<file path="config.mk">
export PLATFORM = sky130hd
export DESIGN_NAME = cct_pair_mul
export DESIGN_NICKNAME = d
export VERILOG_FILES = /design/src/rtl/conic_type_classifier_top_defines.svh /design/src/rtl/cct_pkg.sv /design/src/rtl/cct_pair_mul.sv
export SDC_FILE = /design/constraint.sdc
export NUM_CORES = 2
export LEC_CHECK = 0
export BUFFER_PORTS_ARGS = -buffer_cell sky130_fd_sc_hd__buf_2
export CORE_UTILIZATION = 62
export DETAILED_ROUTE_END_ITERATION = 10
export GPL_TIMING_DRIVEN = 1
export PLACE_DENSITY = 0.89
export SYNTH_ARGS = -nofsm -noshare
export SYNTH_HDL_FRONTEND = slang
export SYNTH_SLANG_ARGS = --single-unit
</file>
<file path="constraint.sdc">
create_clock -name clock -period 13 [get_ports clock]
set_input_delay 1.3 -clock clock [delete_from_list [all_inputs] [get_ports clock]]
set_output_delay 1.3 -clock clock [all_outputs]
set_load 0.03 [all_outputs]
</file>
<file path="src/rtl/conic_type_classifier_top_defines.svh">
// assertion macros for the conic classifier rtl
// no dependencies; included by cct_classify, which checks its own pipeline logic
`ifndef CONIC_TYPE_CLASSIFIER_TOP_DEFINES_SVH
`define CONIC_TYPE_CLASSIFIER_TOP_DEFINES_SVH

// same-cycle implication, ignored while reset is high
`define CCT_ASSERT_IMPL(label, clk, rst, ante, cons, msg) \
   label: assert property (@(posedge clk) disable iff (rst) (ante) |-> (cons)) else $error(msg);

// next-cycle implication, ignored while reset is high
`define CCT_ASSERT_NEXT(label, clk, rst, ante, cons, msg) \
   label: assert property (@(posedge clk) disable iff (rst) (ante) |=> (cons)) else $error(msg);

`endif

</file>
<file path="src/rtl/cct_pkg.sv">
// shared widths, result codes and stage payload types of the conic classifier
// no dependencies; imported by the interfaces and every rtl module
package cct_pkg;

   localparam int COEF_BITS  = 16;
   localparam int KIND_BITS  = 4;
   localparam int I1_BITS    = COEF_BITS + 1;
   localparam int P2_BITS    = 2 * COEF_BITS;
   localparam int I2_BITS    = 2 * COEF_BITS + 3;
   localparam int K_BITS     = 2 * COEF_BITS + 4;
   localparam int P3_BITS    = 3 * COEF_BITS;
   localparam int PSUM_BITS  = 3 * COEF_BITS + 3;
   localparam int QSUM_BITS  = 3 * COEF_BITS + 2;
   localparam int I3_BITS    = 3 * COEF_BITS + 4;

   // curve kind codes
   typedef enum logic [KIND_BITS-1:0] {
      KIND_ELLIPSE        = 4'd0,
      KIND_HYPERBOLA      = 4'd1,
      KIND_PARABOLA       = 4'd2,
      KIND_IMAG_ELLIPSE   = 4'd3,
      KIND_POINT          = 4'd4,
      KIND_CROSS_LINES    = 4'd5,
      KIND_PARALLEL_LINES = 4'd6,
      KIND_LINE           = 4'd7,
      KIND_IMAG_PARALLEL  = 4'd8
   } kind_type;

   // sign of an invariant
   typedef struct packed {
      logic neg;
      logic zero;
   } sgn_type;

   // the six coefficients of one transaction
   typedef struct packed {
      logic signed [COEF_BITS-1:0] a;
      logic signed [COEF_BITS-1:0] b;
      logic signed [COEF_BITS-1:0] c;
      logic signed [COEF_BITS-1:0] d;
      logic signed [COEF_BITS-1:0] e;
      logic signed [COEF_BITS-1:0] f;
   } coef_type;

   // after the pairwise products
   typedef struct packed {
      logic signed [P2_BITS-1:0]   ac;
      logic signed [P2_BITS-1:0]   bb;
      logic signed [P2_BITS-1:0]   bd;
      logic signed [P2_BITS-1:0]   dd;
      logic signed [P2_BITS-1:0]   ee;
      logic signed [P2_BITS-1:0]   af;
      logic signed [P2_BITS-1:0]   cf;
      logic signed [COEF_BITS-1:0] a;
      logic signed [COEF_BITS-1:0] c;
      logic signed [COEF_BITS-1:0] e;
      logic signed [COEF_BITS-1:0] f;
      sgn_type                     sgn_i1;
   } pair_type;

   // after the triple products
   typedef struct packed {
      logic signed [P3_BITS-1:0] acf;
      logic signed [P3_BITS-1:0] bde;
      logic signed [P3_BITS-1:0] aee;
      logic signed [P3_BITS-1:0] cdd;
      logic signed [P3_BITS-1:0] fbb;
      sgn_type                   sgn_i1;
      sgn_type                   sgn_i2;
      sgn_type                   sgn_k;
   } triple_type;

   // determinant split into positive and negative partial sums
   typedef struct packed {
      logic signed [PSUM_BITS-1:0] p;
      logic signed [QSUM_BITS-1:0] q;
      sgn_type                     sgn_i1;
      sgn_type                     sgn_i2;
      sgn_type                     sgn_k;
   } part_type;

endpackage

</file>
<file path="src/rtl/cct_pair_mul.sv">
// stage 1: pairwise coefficient products and the sign of a + c
// depends on cct_pkg
module cct_pair_mul import cct_pkg::*; (
   input  logic     clock,
   input  logic     reset,
   input  logic     in_valid,
   output logic     in_ready,
   input  coef_type in_data,
   output logic     out_valid,
   input  logic     out_ready,
   output pair_type out_data
);

   logic                      valid_ff;
   pair_type                  data_ff;
   pair_type                  data_in;
   logic signed [I1_BITS-1:0] i1;

   // stage takes a transaction when empty or when it drains
   assign in_ready = !valid_ff || out_ready;

   // products and trace
   always_comb begin
      i1              = I1_BITS'(in_data.a) + I1_BITS'(in_data.c);
      data_in.ac      = P2_BITS'(in_data.a * in_data.c);
      data_in.bb      = P2_BITS'(in_data.b * in_data.b);
      data_in.bd      = P2_BITS'(in_data.b * in_data.d);
      data_in.dd      = P2_BITS'(in_data.d * in_data.d);
      data_in.ee      = P2_BITS'(in_data.e * in_data.e);
      data_in.af      = P2_BITS'(in_data.a * in_data.f);
      data_in.cf      = P2_BITS'(in_data.c * in_data.f);
      data_in.a       = in_data.a;
      data_in.c       = in_data.c;
      data_in.e       = in_data.e;
      data_in.f       = in_data.f;
      data_in.sgn_i1.neg  = i1[I1_BITS-1];
      data_in.sgn_i1.zero = (i1 == '0);
   end

   // valid bit
   always_ff @(posedge clock) begin
      if (reset) begin
         valid_ff <= 1'b0;
      end else if (in_ready) begin
         valid_ff <= in_valid;
      end
   end

   // payload
   always_ff @(posedge clock) begin
      if (in_ready && in_valid) begin
         data_ff <= data_in;
      end
   end

   assign out_valid = valid_ff;
   assign out_data  = data_ff;

endmodule

</file>
==> flow_metrics.tcl <==
set metrics [dict create \
    outcome "complete, no violations" \
    clk_latency_ns 0.63 \
    synth_edf_count 286 \
    worstSetupPathType "in -> reg" \
    hold_path_class "reg -> reg" \
    crit_slowest_cell "fa_1" \
    hold_violations 0 \
    setup_viol 0 \
    crit_fanout 31 \
    finClkSkew_ns 0.0197 \
    finalMaxSlewViolations 0 \
    cp_top_family "adder cells" \
    endpoint "out_data[256]" \
    cts_buffers 40 \
    vias 53700 \
    area_growth_pct 5.78 \
    path_depth 21 \
    yosysWarnings 0 \
    ys_seq_area_frac 0.114 \
    htreeDepth 2 \
    crit_top_cell "fa_1" \
    critical_path.startpoint_type "primary input" \
    drive_above_1_share 0.0653 \
    start_util 0.627 \
    clockBufferDepth 3 \
    place_hpwl_um 145000 \
    startpoint "in_data[79]" \
    period_share 0.642 \
    ys_ff_latch 287 \
    path_buf_inv 4 \
    ys.flop_type "edfxtp_1" \
    drc 0 \
    syn-cell-area_mm2 0.0753 \
    ant_nets 0 \
    max_slew_margin 0.288 \
    die_height_um 351 \
    die_x_um 351 \
    cts_sinks 287 \
    port_buffers 388 \
    fill_cells 8513 \
    grt_antenna_before_repair 3 \
    cts_tree "built" \
    die_area_mm2 0.123 \
    viasPerCell 5.64 \
    drtPass1Iterations 6 \
    worstMarginPinSlew_ns 1.06 \
    num_rows 127 \
    max_freq_mhz 120 \
    core-area_mm2 0.120 \
    post-cts-setup-buffers 0 \
    r2r-end "out_data[80]" \
    cts_hold_buffers 0 \
    wl_per_cell_um 19.6 \
    r2r_slack_ns 10.05 \
    period_minus_slack_ns 8.34 \
    rsz0062_at_grt "no" \
    final_nets 10300 \
    final_cell_mix "2109 x inv_1, 1749 x fa_1, 751 x nand2_1, 621 x ha_1, 582 x and2_1" \
    reg2reg_from "out_valid" \
    cts_root_buf "clkbuf_16" \
    grt_overflow 0 \
    reg2regPathDepth 4 \
    crit_path_end_kind "flop" \
    syn_inst 7702 \
    cts_resized 0 \
    async_flop_share 0 \
    syn_avg_cell_area_um2 9.78 \
    path_cells "buf_2, inv_1, nor2_1, fa_1, fa_1, fa_1, fa_1, fa_1, inv_1, fa_1, inv_1, ha_1, nand2_1, o31ai_1, a21boi_0, o21ba_2, a211oi_1, a211oi_1, o21ai_1, a21oi_1, xnor2_1" \
    grt_max_degree 82 \
    grt_pass1_vias 60400 \
    grt_pass1_wl_um 307000 \
    layout_commonest_cell "inv_1" \
    drt_iter0_markers 4645 \
    fin_tns_setup_ns 0 \
    place_congestion 0.929 \
    postRouteWirelength_um 187000 \
    slowest_delay_ns 0.93 \
    clk_pin_slew_ns 0.06 \
    grtUsageTotal 0.320 \
    ios 392 \
    critPathArrivalTime_ns 8.71 \
    max-cap-violations 0 \
    crit_required_ns 13.37 \
    synth_cell_types 79 \
]
[worst min-delay path: cells and delay by family (launching register included)]
| family | cells | cell delay, ns |
|---|---|---|
| AOI/OAI and AO/OA | 1 | 0.07 |
| DFF | 1 | 0.31 |
| and+or+nand+nor | 1 | 0.10 |
[routing by layer]
metal  share of wire  track usage
met5               0            0
met3            0.10       0.0754
met2            0.49        0.532
met1            0.36        0.393
met4           0.052        0.153
[through the flow]
step           worst slack (ns)  instance area (µm²)   util  hold slack (ns)  cells
2_1_floorplan              4.16                75300      -            0.860   7704
3_3_place_gp               4.42                78300  0.652            0.492   9438
3_5_place_dp               4.16                78300  0.652            0.520   9438
4_1_cts                    4.82                79700  0.663            0.529   9510
5_1_grt                    4.30                79700  0.663            0.547   9512
6_report                   4.66                79700  0.663            0.519   9514
[synth_stat cells (9+ instances only)]
cell	n	area [µm²]
clkbuf_1	270	1010
edfxtp_1	286	8590
o21ai_0	81	405
fa_1	1749	35000
nand2_1	751	2820
nor2b_1	25	156
and3_1	26	163
nand2b_1	31	194
a31oi_1	21	131
nor2_1	249	935
a31o_2	18	158
a211o_1	9	78.8
nand3_1	40	200
a21o_1	94	706
o31ai_1	9	67.6
inv_1	2109	7920
or2_2	11	68.8
a211oi_1	16	120
o21a_1	27	203
a21oi_1	181	906
and2_1	583	3650
xor2_1	60	526
xnor2_1	219	1920
ha_1	621	7770
nor3_1	39	195
o21bai_1	36	270
[logic make-up after synthesis]
group	count (synthesis)	share of synthesized area
flip-flops	287	0.114
other	1	0.0000498
buffers and inverters	2397	0.120
multiplexers	5	0.000664
XOR/XNOR	279	0.0324
adder cells (fa/ha/maj)	2370	0.568
AO/OA/AOI/OAI	578	0.0508
AND/OR/NAND/NOR	1785	0.114
[flip-flops by register name (all words and copies together) (netlist names)]
name and flops:
out_data 286, out_valid 1
[how the worst min path moves through the flow]
stage,start,to,slack (ns),cells past startpoint
CTS,out_valid,out_valid,0.53,2
floorplan,out_valid,out_valid,0.86,2
global placement,out_valid,out_valid,0.49,2
global route,out_valid,out_valid,0.55,2
detailed placement,out_valid,out_valid,0.52,2
finish,out_valid,out_valid,0.52,2
[final cells by class]
cell class | instances | area [µm²] | share of cell area
Clock inverter | 25 | 293 | 0.00367
Clock buffer | 47 | 1050 | 0.0132
Timing Repair Buffer | 401 | 2040 | 0.0256
Sequential cell | 287 | 8610 | 0.108
Inverter | 2118 | 7950 | 0.0998
Tap cell | 1612 | 2020 | 0.0253
Antenna cell | 4 | 10.0 | 0.000126
Multi-Input combinational cell | 5020 | 57700 | 0.724
Power is left out: the tool's default activity adds up to more than one toggle a clock period on the data nets, which glitch-free logic cannot reach.
