[src/rtl/conic_type_classifier_top_defines.svh]
// assertion macros for the conic classifier rtl
// no dependencies; included by cct_classify, which checks its own pipeline logic
`ifndef CONIC_TYPE_CLASSIFIER_TOP_DEFINES_SVH
`define CONIC_TYPE_CLASSIFIER_TOP_DEFINES_SVH

// same-cycle implication, ignored while reset is high
`define CCT_ASSERT_IMPL(label, clk, rst, ante, cons, msg) \
   label: assert property (@(posedge clk) disable iff (rst) (ante) |-> (cons)) else $error(msg);

// next-cycle implication, ignored while reset is high
`define CCT_ASSERT_NEXT(label, clk, rst, ante, cons, msg) \
   label: assert property (@(posedge clk) disable iff (rst) (ante) |=> (cons)) else $error(msg);

`endif

[src/rtl/cct_pkg.sv]
// shared widths, result codes and stage payload types of the conic classifier
// no dependencies; imported by the interfaces and every rtl module
package cct_pkg;

   localparam int COEF_BITS  = 16;
   localparam int KIND_BITS  = 4;
   localparam int I1_BITS    = COEF_BITS + 1;
   localparam int P2_BITS    = 2 * COEF_BITS;
   localparam int I2_BITS    = 2 * COEF_BITS + 3;
   localparam int K_BITS     = 2 * COEF_BITS + 4;
   localparam int P3_BITS    = 3 * COEF_BITS;
   localparam int PSUM_BITS  = 3 * COEF_BITS + 3;
   localparam int QSUM_BITS  = 3 * COEF_BITS + 2;
   localparam int I3_BITS    = 3 * COEF_BITS + 4;

   // curve kind codes
   typedef enum logic [KIND_BITS-1:0] {
      KIND_ELLIPSE        = 4'd0,
      KIND_HYPERBOLA      = 4'd1,
      KIND_PARABOLA       = 4'd2,
      KIND_IMAG_ELLIPSE   = 4'd3,
      KIND_POINT          = 4'd4,
      KIND_CROSS_LINES    = 4'd5,
      KIND_PARALLEL_LINES = 4'd6,
      KIND_LINE           = 4'd7,
      KIND_IMAG_PARALLEL  = 4'd8
   } kind_type;

   // sign of an invariant
   typedef struct packed {
      logic neg;
      logic zero;
   } sgn_type;

   // the six coefficients of one transaction
   typedef struct packed {
      logic signed [COEF_BITS-1:0] a;
      logic signed [COEF_BITS-1:0] b;
      logic signed [COEF_BITS-1:0] c;
      logic signed [COEF_BITS-1:0] d;
      logic signed [COEF_BITS-1:0] e;
      logic signed [COEF_BITS-1:0] f;
   } coef_type;

   // after the pairwise products
   typedef struct packed {
      logic signed [P2_BITS-1:0]   ac;
      logic signed [P2_BITS-1:0]   bb;
      logic signed [P2_BITS-1:0]   bd;
      logic signed [P2_BITS-1:0]   dd;
      logic signed [P2_BITS-1:0]   ee;
      logic signed [P2_BITS-1:0]   af;
      logic signed [P2_BITS-1:0]   cf;
      logic signed [COEF_BITS-1:0] a;
      logic signed [COEF_BITS-1:0] c;
      logic signed [COEF_BITS-1:0] e;
      logic signed [COEF_BITS-1:0] f;
      sgn_type                     sgn_i1;
   } pair_type;

   // after the triple products
   typedef struct packed {
      logic signed [P3_BITS-1:0] acf;
      logic signed [P3_BITS-1:0] bde;
      logic signed [P3_BITS-1:0] aee;
      logic signed [P3_BITS-1:0] cdd;
      logic signed [P3_BITS-1:0] fbb;
      sgn_type                   sgn_i1;
      sgn_type                   sgn_i2;
      sgn_type                   sgn_k;
   } triple_type;

   // determinant split into positive and negative partial sums
   typedef struct packed {
      logic signed [PSUM_BITS-1:0] p;
      logic signed [QSUM_BITS-1:0] q;
      sgn_type                     sgn_i1;
      sgn_type                     sgn_i2;
      sgn_type                     sgn_k;
   } part_type;

endpackage

[src/rtl/cct_partial.sv]
// stage 3: determinant terms folded into a positive and a negative partial sum
// depends on cct_pkg
module cct_partial import cct_pkg::*; (
   input  logic       clock,
   input  logic       reset,
   input  logic       in_valid,
   output logic       in_ready,
   input  triple_type in_data,
   output logic       out_valid,
   input  logic       out_ready,
   output part_type   out_data
);

   logic     valid_ff;
   part_type data_ff;
   part_type data_in;

   assign in_ready = !valid_ff || out_ready;

   // 4acf + bde and ae^2 + cd^2 + fb^2
   always_comb begin
      data_in.p = (PSUM_BITS'(in_data.acf) <<< 2) + PSUM_BITS'(in_data.bde);
      data_in.q = QSUM_BITS'(in_data.aee) + QSUM_BITS'(in_data.cdd)
                + QSUM_BITS'(in_data.fbb);
      data_in.sgn_i1 = in_data.sgn_i1;
      data_in.sgn_i2 = in_data.sgn_i2;
      data_in.sgn_k  = in_data.sgn_k;
   end

   always_ff @(posedge clock) begin
      if (reset) begin
         valid_ff <= 1'b0;
      end else if (in_ready) begin
         valid_ff <= in_valid;
      end
   end

   always_ff @(posedge clock) begin
      if (in_ready && in_valid) begin
         data_ff <= data_in;
      end
   end

   assign out_valid = valid_ff;
   assign out_data  = data_ff;

endmodule

[config.mk]
export PLATFORM = sky130hd
export DESIGN_NAME = cct_partial
export DESIGN_NICKNAME = d
export VERILOG_FILES = /design/src/rtl/conic_type_classifier_top_defines.svh /design/src/rtl/cct_pkg.sv /design/src/rtl/cct_partial.sv
export SDC_FILE = /design/constraint.sdc
export NUM_CORES = 1
export LEC_CHECK = 0
export ABC_AREA = 1
export BUFFER_PORTS_ARGS = -buffer_cell sky130_fd_sc_hd__buf_4
export CAP_MARGIN = 20
export CORE_MARGIN = 1.5
export CORE_UTILIZATION = 40
export CTS_CLUSTER_SIZE = 40
export DETAILED_ROUTE_END_ITERATION = 8
export GPL_ROUTABILITY_DRIVEN = 0
export SLEW_MARGIN = 20
export SYNTH_ARGS = -nofsm -noshare
export SYNTH_HDL_FRONTEND = slang
export SYNTH_SLANG_ARGS = --single-unit
[constraint.sdc]
create_clock -name clock -period 10.6 [get_ports clock]
set_input_delay 2.65 -clock clock [delete_from_list [all_inputs] [get_ports clock]]
set_output_delay 2.65 -clock clock [all_outputs]
set_load 0.02 [all_outputs]
==> run_results.csv <==
group,metric,value,unit
critical_path,crit_fanout,2,
clock_tree,postCtsHoldBufs,0,
layout,area_growth,27.18,%
critical_path,cp_cell_sequence,"buf_4 > inv_1 > nand2_1 > buf_4",
route,wl_per_cell,14.84,µm
yosys,yosysWarnings,0,
layout,final_cell_mix,"848 x nand2_1, 456 x inv_1, 360 x buf_4",
critical_path,worstSetupEndpoint,"in_ready",
timing,period_minus_slack,5750,ps
layout,drive_above_1_share,0.2016,
floorplanning,ios,359,
job,drv_cap,0,
critical_path,path_delay_family,"buffers and inverters",
critical_path,end_kind,"output pin",
yosys,avgSynthCellArea,6.375,µm²
layout,fin_util,0.5202,
hold_path,holdPathStages,2,
critical_path,worst_r2r_path_depth,3,
timing,max_freq,0.1739,GHz
timing,clock_skew,17.98,ps
clock_tree,clock_latency,380,ps
clock_tree,cts_root_buf,"clkbuf_16",
timing,setup_viol,0,
critical_path,arrival,3100,ps
timing,slew_violations,0,
yosys,ys_ff_latch,108,
power_and_ir_drop,vdd_drop_max,0.07891,mV
critical_path,crit_type,"input pin to output pin",
critical_path,ff2ff_setup_slack,8360,ps
floorplanning,core_region_area,0.03172,mm²
floorplanning,dieArea,0.03352,mm²
critical_path,critPathLaunchType,"input pin",
power_and_ir_drop,leakagePower,0.009366,µW
route,via_per_inst,4.739,
clock_tree,cts_resized,0,
run_status,outcome,"completed",
yosys,yosys.area_share.simple,0.3841,
place,dp.final_hpwl,36420,µm
yosys,synth_cells,2035,
yosys,synthesis.nets,2431,
route,firstDrtPassIters,7,
layout,final_area,0.01650,mm²
global_routing,grt_pass1_wl,64160,µm
timing,rsz0062_at_grt,"no",
critical_path,crit_slowest_cell,"buf_4",
critical_path,slowest_delay,160,ps
clock_tree,clkSlewWorstSetupHoldPaths,90,ps
critical_path,cp_num_cells,4,
clock_tree,cts_buffers,9,
route,drt_wl_total,41750,µm
hold_path,hp-class,"flop to flop",
clock_tree,htreeDepth,3,
timing,hold_viol,0,
clock_tree,cts_max_path_buffers,2,
timing,tightest_slew,892.5,ps
yosys,ys_types,26,
layout,final_common_cell,"nand2_1",
critical_path,crit_top_cell,"buf_4",
global_routing,antenna_found_initial,0,
yosys,syn_area,0.01297,mm²
floorplanning,fp.dieH,183.1,µm
global_routing,grt_pass1_vias,12770,
yosys,ys_seq_area_frac,0.2492,
floorplanning,dieWidth,183.1,µm
layout,layout.nets,2802,
timing,maxSlewHeadroom,0.4050,
place,place_area,0.01619,mm²
timing,fin_crit_sh,0.5425,
yosys,synthMuxAreaShare,0,
yosys,synth_fa_ha_area_frac,0.1698,
clock_tree,numClockSinks,108,
yosys,synth_top_family_by_area,"simple AND/OR/NAND/NOR gates",
place,io_buffer_count,358,
global_routing,grt_use_total,0.2470,
clock_tree,cts_setup_buffers,0,
timing,tns,0,ps
clock_tree,cts_tree,"yes",
route,drc_errors,0,
floorplanning,start_util,0.4090,
layout,antenna_cells,0,
yosys,synth-compound-area-share,0.02749,
floorplanning,placementRows,65,
power_and_ir_drop,power.density,126.9,mW/mm²
critical_path,required,7950,ps
route,drt_iter0_markers,875,
global_routing,gr-total-overflow,0,
route,vias,13330,
critical_path,crit_buf_inv,3,
critical_path,r2r-start,"out_valid",
critical_path,crit_start,"out_ready",
critical_path,timing.rr.end,"out_data[99]",
global_routing,grt_max_degree,62,
yosys,synth-xor-area-share,0.03376,
route,final_antenna_net_count,0,
==> power by group <==
part / total [µW] / switching, µW / internal [µW] / leakage [µW]
registers: 608 / 28.5 / 579 / 0.00105
logic: 1110 / 704 / 411 / 0.00817
clock network: 371 / 200 / 171 / 0.000151
total: 2090 / 933 / 1160 / 0.00937
==> area by class of cell <==
type	count	area, µm²
fill	3262	15220
multi-input combinational	1458	7990
sequential	108	3233
timing repair buffer	360	2703
inverter	469	1760
tap	402	503.0
clock buffer	9	225.2
clock inverter	7	83.83
==> per-stage QoR <==
stage	power, µW	hold slack [ps]	std cells	setup WS (ps)
6_report	2093	547.7	2813	4850
5_1_grt	2245	581.9	2813	4828
4_1_cts	2103	554.4	2813	4848
3_5_place_dp	1729	543.6	2797	4847
3_3_place_gp	1720	527.5	2797	4852
2_1_floorplan	1315	705.5	2035	2140
==> cells by family (layout without fill, tap and decap cells) <==
family                     Yosys count  in the layout
xor gates and xnor gates            50             50
adders and majority gates          146            146
buffers and inverters              469            845
DFF                                108            108
and+or+nand+nor                   1196           1196
AOI/OAI and AO/OA                   66             66
==> worst register-to-register path: stages (launching register included) <==
cell	delay, ps
dfxtp_1	360
a21oi_4	140
buf_4	510
buf_4	800
==> state kept, by name, summed over array words and instances (netlist names) <==
signal     flops
out_data     107
out_valid      1
==> routing by layer <==
layer | part of all wire | vias up | GRT usage | wire [µm]
met5 | 0 | - | 0 | 0
met4 | 0.026 | 0 | 0.08230 | 1090
met3 | 0.057 | 60 | 0.02800 | 2380
met2 | 0.49 | 423 | 0.4499 | 20640
met1 | 0.42 | 5996 | 0.3018 | 17640
li1 | - | 6851 | - | -
==> synthesized netlist by cell type <==
cell type    n  area (µm²)
nor3_1       9       45.04
a21oi_1     56       280.3
dfxtp_1      1       20.02
edfxtp_1   107        3213
nor2_1     140       525.5
nand3b_1     1       7.510
o21bai_1     7       52.55
or2_1        1       6.260
fa_1        50        1001
nand3_1     77       385.4
ha_1        96        1201
nor4_1       3       18.77
inv_2       13       48.80
nor3_2       4       40.04
nor2_2      52       325.3
nand2_1    848        3183
nand2_2     22       137.6
inv_1      456        1712
a21o_1       2       15.01
and2_2       2       15.01
xnor2_1      1       8.760
nor2_4       4       45.04
xor2_1      49       429.2
nand4_1     22       137.6
a21oi_2      1       8.760
nand3_2     11       110.1
==> worst min-delay path by stage <==
stage               from         to  slack (ps)
6_report       out_valid  out_valid         550
5_1_grt        out_valid  out_valid         580
4_1_cts        out_valid  out_valid         550
3_5_place_dp   out_valid  out_valid         540
3_3_place_gp   out_valid  out_valid         530
2_1_floorplan  out_valid  out_valid         710
Note: power is estimated with default switching activity, not from simulation.
