$ cat src/rtl/conic_type_classifier_top_defines.svh
// assertion macros for the conic classifier rtl
// no dependencies; included by cct_classify, which checks its own pipeline logic
`ifndef CONIC_TYPE_CLASSIFIER_TOP_DEFINES_SVH
`define CONIC_TYPE_CLASSIFIER_TOP_DEFINES_SVH

// same-cycle implication, ignored while reset is high
`define CCT_ASSERT_IMPL(label, clk, rst, ante, cons, msg) \
   label: assert property (@(posedge clk) disable iff (rst) (ante) |-> (cons)) else $error(msg);

// next-cycle implication, ignored while reset is high
`define CCT_ASSERT_NEXT(label, clk, rst, ante, cons, msg) \
   label: assert property (@(posedge clk) disable iff (rst) (ante) |=> (cons)) else $error(msg);

`endif

$ cat src/rtl/cct_pkg.sv
// shared widths, result codes and stage payload types of the conic classifier
// no dependencies; imported by the interfaces and every rtl module
package cct_pkg;

   localparam int COEF_BITS  = 16;
   localparam int KIND_BITS  = 4;
   localparam int I1_BITS    = COEF_BITS + 1;
   localparam int P2_BITS    = 2 * COEF_BITS;
   localparam int I2_BITS    = 2 * COEF_BITS + 3;
   localparam int K_BITS     = 2 * COEF_BITS + 4;
   localparam int P3_BITS    = 3 * COEF_BITS;
   localparam int PSUM_BITS  = 3 * COEF_BITS + 3;
   localparam int QSUM_BITS  = 3 * COEF_BITS + 2;
   localparam int I3_BITS    = 3 * COEF_BITS + 4;

   // curve kind codes
   typedef enum logic [KIND_BITS-1:0] {
      KIND_ELLIPSE        = 4'd0,
      KIND_HYPERBOLA      = 4'd1,
      KIND_PARABOLA       = 4'd2,
      KIND_IMAG_ELLIPSE   = 4'd3,
      KIND_POINT          = 4'd4,
      KIND_CROSS_LINES    = 4'd5,
      KIND_PARALLEL_LINES = 4'd6,
      KIND_LINE           = 4'd7,
      KIND_IMAG_PARALLEL  = 4'd8
   } kind_type;

   // sign of an invariant
   typedef struct packed {
      logic neg;
      logic zero;
   } sgn_type;

   // the six coefficients of one transaction
   typedef struct packed {
      logic signed [COEF_BITS-1:0] a;
      logic signed [COEF_BITS-1:0] b;
      logic signed [COEF_BITS-1:0] c;
      logic signed [COEF_BITS-1:0] d;
      logic signed [COEF_BITS-1:0] e;
      logic signed [COEF_BITS-1:0] f;
   } coef_type;

   // after the pairwise products
   typedef struct packed {
      logic signed [P2_BITS-1:0]   ac;
      logic signed [P2_BITS-1:0]   bb;
      logic signed [P2_BITS-1:0]   bd;
      logic signed [P2_BITS-1:0]   dd;
      logic signed [P2_BITS-1:0]   ee;
      logic signed [P2_BITS-1:0]   af;
      logic signed [P2_BITS-1:0]   cf;
      logic signed [COEF_BITS-1:0] a;
      logic signed [COEF_BITS-1:0] c;
      logic signed [COEF_BITS-1:0] e;
      logic signed [COEF_BITS-1:0] f;
      sgn_type                     sgn_i1;
   } pair_type;

   // after the triple products
   typedef struct packed {
      logic signed [P3_BITS-1:0] acf;
      logic signed [P3_BITS-1:0] bde;
      logic signed [P3_BITS-1:0] aee;
      logic signed [P3_BITS-1:0] cdd;
      logic signed [P3_BITS-1:0] fbb;
      sgn_type                   sgn_i1;
      sgn_type                   sgn_i2;
      sgn_type                   sgn_k;
   } triple_type;

   // determinant split into positive and negative partial sums
   typedef struct packed {
      logic signed [PSUM_BITS-1:0] p;
      logic signed [QSUM_BITS-1:0] q;
      sgn_type                     sgn_i1;
      sgn_type                     sgn_i2;
      sgn_type                     sgn_k;
   } part_type;

endpackage

$ cat src/rtl/cct_classify.sv
// stage 4: determinant sign, decision on curve kind, response register
// depends on cct_pkg and conic_type_classifier_top_defines.svh
`include "conic_type_classifier_top_defines.svh"

module cct_classify import cct_pkg::*; (
   input  logic     clock,
   input  logic     reset,
   input  logic     in_valid,
   output logic     in_ready,
   input  part_type in_data,
   output logic     out_valid,
   input  logic     out_ready,
   output kind_type out_kind
);

   logic                      valid_ff;
   kind_type                  kind_ff;
   kind_type                  kind_in;
   logic signed [I3_BITS-1:0] i3;
   logic                      i3_neg;
   logic                      i3_zero;
   logic                      i2_pos;
   logic                      opposite;

   assign in_ready = !valid_ff || out_ready;

   // 4*I3 and its sign
   always_comb begin
      i3      = I3_BITS'(in_data.p) - I3_BITS'(in_data.q);
      i3_neg  = i3[I3_BITS-1];
      i3_zero = (i3 == '0);
   end

   // decision on the invariant signs
   always_comb begin
      i2_pos   = !in_data.sgn_i2.neg && !in_data.sgn_i2.zero;
      opposite = !in_data.sgn_i1.zero && !i3_zero && (in_data.sgn_i1.neg != i3_neg);
      if (i2_pos) begin
         if (opposite) begin
            kind_in = KIND_ELLIPSE;
         end else if (i3_zero) begin
            kind_in = KIND_POINT;
         end else begin
            kind_in = KIND_IMAG_ELLIPSE;
         end
      end else if (in_data.sgn_i2.neg) begin
         kind_in = i3_zero ? KIND_CROSS_LINES : KIND_HYPERBOLA;
      end else if (!i3_zero) begin
         kind_in = KIND_PARABOLA;
      end else if (in_data.sgn_k.zero) begin
         kind_in = KIND_LINE;
      end else if (in_data.sgn_k.neg) begin
         kind_in = KIND_PARALLEL_LINES;
      end else begin
         kind_in = KIND_IMAG_PARALLEL;
      end
   end

   // response register
   always_ff @(posedge clock) begin
      if (reset) begin
         valid_ff <= 1'b0;
      end else if (in_ready) begin
         valid_ff <= in_valid;
      end
   end

   always_ff @(posedge clock) begin
      if (in_ready && in_valid) begin
         kind_ff <= kind_in;
      end
   end

   assign out_valid = valid_ff;
   assign out_kind  = kind_ff;

   // checks
   `CCT_ASSERT_IMPL(a_kind_in_range, clock, reset, valid_ff, kind_ff <= KIND_IMAG_PARALLEL, "kind code out of range")
   `CCT_ASSERT_NEXT(a_load_fills, clock, reset, in_valid && in_ready, valid_ff, "taken transaction lost")
   `CCT_ASSERT_NEXT(a_neg_i2_kinds, clock, reset, in_valid && in_ready && in_data.sgn_i2.neg, kind_ff == KIND_HYPERBOLA || kind_ff == KIND_CROSS_LINES, "negative I2 gave a wrong kind")
   `CCT_ASSERT_NEXT(a_zero_i2_kinds, clock, reset, in_valid && in_ready && in_data.sgn_i2.zero, kind_ff == KIND_PARABOLA || kind_ff == KIND_LINE || kind_ff == KIND_PARALLEL_LINES || kind_ff == KIND_IMAG_PARALLEL, "zero I2 gave a wrong kind")
   `CCT_ASSERT_IMPL(a_sign_flags, clock, reset, in_valid, !(in_data.sgn_i2.neg && in_data.sgn_i2.zero) && !(in_data.sgn_k.neg && in_data.sgn_k.zero), "sign flags both set")

endmodule

$ cat config.mk
export PLATFORM = sky130hd
export DESIGN_NAME = cct_classify
export DESIGN_NICKNAME = d
export VERILOG_FILES = /design/src/rtl/cct_pkg.sv /design/src/rtl/cct_classify.sv
export VERILOG_INCLUDE_DIRS = /design/src /design/src/rtl
export SDC_FILE = /design/constraint.sdc
export NUM_CORES = 1
export LEC_CHECK = 0
export BUFFER_PORTS_ARGS = -buffer_cell sky130_fd_sc_hd__buf_2
export CAP_MARGIN = 40
export CORE_MARGIN = 5
export CORE_UTILIZATION = 50
export CTS_CLUSTER_DIAMETER = 80
export DETAILED_ROUTE_END_ITERATION = 8
export HOLD_SLACK_MARGIN = 0.03
export PLACE_DENSITY_LB_ADDON = 0.08
export SLEW_MARGIN = 20
export SYNTH_ARGS = -nofsm -noshare
export SYNTH_HDL_FRONTEND = slang
export SYNTH_SLANG_ARGS = --single-unit
$ cat constraint.sdc
create_clock -name clock -period 3.65 [get_ports clock]
set_input_delay 0.5475 -clock clock [delete_from_list [all_inputs] [get_ports clock]]
set_output_delay 0.5475 -clock clock [all_outputs]
set_load 0.05 [all_outputs]
==> results.cfg <==
[run_status]
status = complete, but fails checks
violations = setup timing

[worst_setup_path]
critical-path-top-delay-family = compound AO/OA/AOI/OAI gates
crit_type = input port to flip-flop
path_cells = buf_2 -> inv_1 -> ha_1 -> buf_4 -> buf_4 -> nand4_1 -> o221a_2 -> a21oi_1 -> buf_4 -> o21ai_0 -> a31oi_1 -> o21ai_0 -> nand4b_1 -> nor4_4 -> o2111ai_2 -> a211o_1
start_kind = input port
critPathCaptureType = flip-flop
arrival_ns = 3.73
max_stage_delay_ns = 0.36
critPathRequiredTime_ns = 3.63
worst-path-max-fanout = 5
reg2reg_slack_ns = 2.68
cp.buffers_inverters = 5
slowest_stage = o221a_2
crit_top_cell = buf_4

[layout]
syn_to_final_growth_pct = 65.7
nets = 1113
fillers = 513
final_cell_area_sq_um = 7200
layoutNonFillerInstCount = 1058
antenna_cells = 0
drive_above_1_share_pct = 47.8

[routing]
drt_iter0_drc = 515
drtAntennaViolNets = 0
routed_wl_mm = 21.7
firstDrtPassIters = 8
wl_per_cell_um = 20.5
vias_per_cell = 6.40
drc_errors = 0
routed-via-count = 6768

[timing]
finalCriticalPeriod_ns = 3.76
slew_violations = 0
hold_viol_final = 0
timing.final.crit_share_pct = 103
fin_tns_setup_ns = -0.226
relSlewSlack_pct = 44.4
worst_slew_pin_slew_ns = 0.823
rsz0062_at_grt = yes
worst_slack_ns = -0.105
hold_ws_ns = 0.489
fmaxAchievable_mhz = 266
final-setup-viol-count = 4
clock_skew_ns = 0.00641

[clock_network]
clk_pin_slew_ns = 0.04
cts-hold-fix-buffers = 0
cts_buffers = 3
clock_path_buffers = 2
ctsHtreeMaxLevel = 1
clkSinkCount = 5
worstSkewPairLatency_ns = 0.23
cts_tree = built
root_buffer = clkbuf_8

[global_routing]
grt_pass1_wl_mm = 29.4
grt_pass1_vias = 6138
grt_usage_pct = 34.4
grt_use_met1_pct = 40.4
grt_use_met3_pct = 2.75
grt_busiest_layer = met2
antenna_found_initial = 0
grt.overflow.total = 0
grt_start_max_net_pins = 10
grt_use_met2_pct = 64.5

[floorplanning]
initial_core_util_pct = 50.6
chipWidth_um = 103
fp.coreArea_sq_um = 8590
die_h_um = 103
die_area_sq_um = 10700
pin_count = 117
rows = 34

[synthesis]
synth_edf_count = 4
ys_seq_elements = 5
syn_area_sq_um = 4350
synth_top_family_by_area = compound AO/OA/AOI/OAI gates
synth_compound_area_share_pct = 38.1
synthAdderAreaFrac_pct = 14.7
synth_mux_area_share_pct = 2.10
synthArstFlopShare_pct = 0
synth_seq_area_share_pct = 3.22
ys_types = 88
syn_avg_cell_area_sq_um = 6.59
synth_nets = 822
synth_warnings = 0
synthSimpleGateAreaFrac_pct = 28.2
synth_xor_area_share_pct = 4.43
synthFlopType = edfxtp_1
synthCells = 660

[placement]
dp.cells = 1038
gp_congestion = 1.03
dpl_cell_area_sq_um = 6240
hpwl_mm = 15.7
numPortBuffers = 116

[power]
total_power_mw = 1.52
power.density_nw_per_um2 = 211
irDropWorstVdd_uv = 261
p_leak_nw = 3.26

[worst_hold_path]
hp-class = input port to flip-flop

[run]
cap_violations = 0
logic make-up after synthesis:
kind of cell / Yosys count
compound gates: 241
xor+xnor: 22
fa+ha+maj: 51
buf+inv: 89
flops: 5
mux: 9
simple gates: 243
worst reg2reg max path, stage by stage, from the launching register on:
cell and delay (ns):
dfxtp_1 0.30, nand2b_1 0.11, and2_1 0.25
where the power goes:
group / switching [mW] / internal [mW] / total (mW)
clock network: 0.0327 / 0.0754 / 0.108
logic: 0.735 / 0.609 / 1.34
registers: 0.00145 / 0.0657 / 0.0672
flip-flops by register name, summed over array words and instances (netlist names):
| register | flops |
|---|---|
| out_valid | 1 |
| out_kind | 4 |
worst paths after layout:
check              startpoint     endpoint  cells past startpoint
hold / removal          reset    out_valid                      2
setup / recovery  in_data[19]  out_kind[0]                     16
setup reg to reg    out_valid  out_kind[1]                      2
hold reg to reg     out_valid    out_valid                      2
layout by cell type (no fill, tap or decap), drive strengths merged, types with 8 or more instances in the layout:
cell	synthesis	routed
nand4	29	29
nor3	26	26
nand2b	8	8
xor2	12	12
xnor2	10	10
o211ai	14	14
inv	64	64
ha	51	51
a21oi	79	79
nor4	8	8
nand2	66	66
a31oi	8	8
a21o	9	9
nor2	61	61
nand3	8	8
o21a	11	11
mux2i	8	8
buf	21	311
o21ai	57	57
layout make-up:
| cell class | count | area [sq um] | share of cell area, % |
|---|---|---|---|
| timing repair buffer | 311 | 2070 | 28.7 |
| inverter | 64 | 240 | 3.33 |
| tap | 108 | 135 | 1.88 |
| sequential | 5 | 140 | 1.95 |
| multi-input combinational | 566 | 4580 | 63.5 |
| clock buffer | 4 | 45.0 | 0.625 |
layer usage:
metal,vias up,wire length (um),share of wire (%)
met5,-,0,0
met4,0,1620,7.5
met3,165,1640,7.6
met2,499,10600,49
met1,3059,7770,36
li1,3045,-,-
cell usage after synthesis (all sizes together), types with 10 or more instances:
cell | instances | share of area (%)
o211ai | 14 | 2.8
nor2 | 61 | 5.3
inv | 64 | 5.5
nand4 | 29 | 4.5
a21oi | 79 | 10
nand2 | 66 | 5.7
o21a | 11 | 1.9
o21ai | 57 | 6.9
xnor2 | 10 | 2.0
ha | 51 | 15
buf | 21 | 3.4
xor2 | 12 | 2.4
nor3 | 26 | 3.1
timing repair:
item | 4_1_cts | 5_1_grt
setup endpoints to repair | 4 | 4
cloned | 0 | 0
buffers inserted | 4 | 12
pin swaps | 10 | 29
gates resized for setup | 44 | 112
stage by stage:
stage	utilization [%]	worst slack (ns)
after floorplan	-	0.0277
after global placement	72.7	-0.617
after detailed placement	72.7	-0.714
after CTS	76.3	0.00242
after global routing	83.8	-0.200
final	83.8	-0.105
No activity file was read; power rests on OpenSTA's default activity.
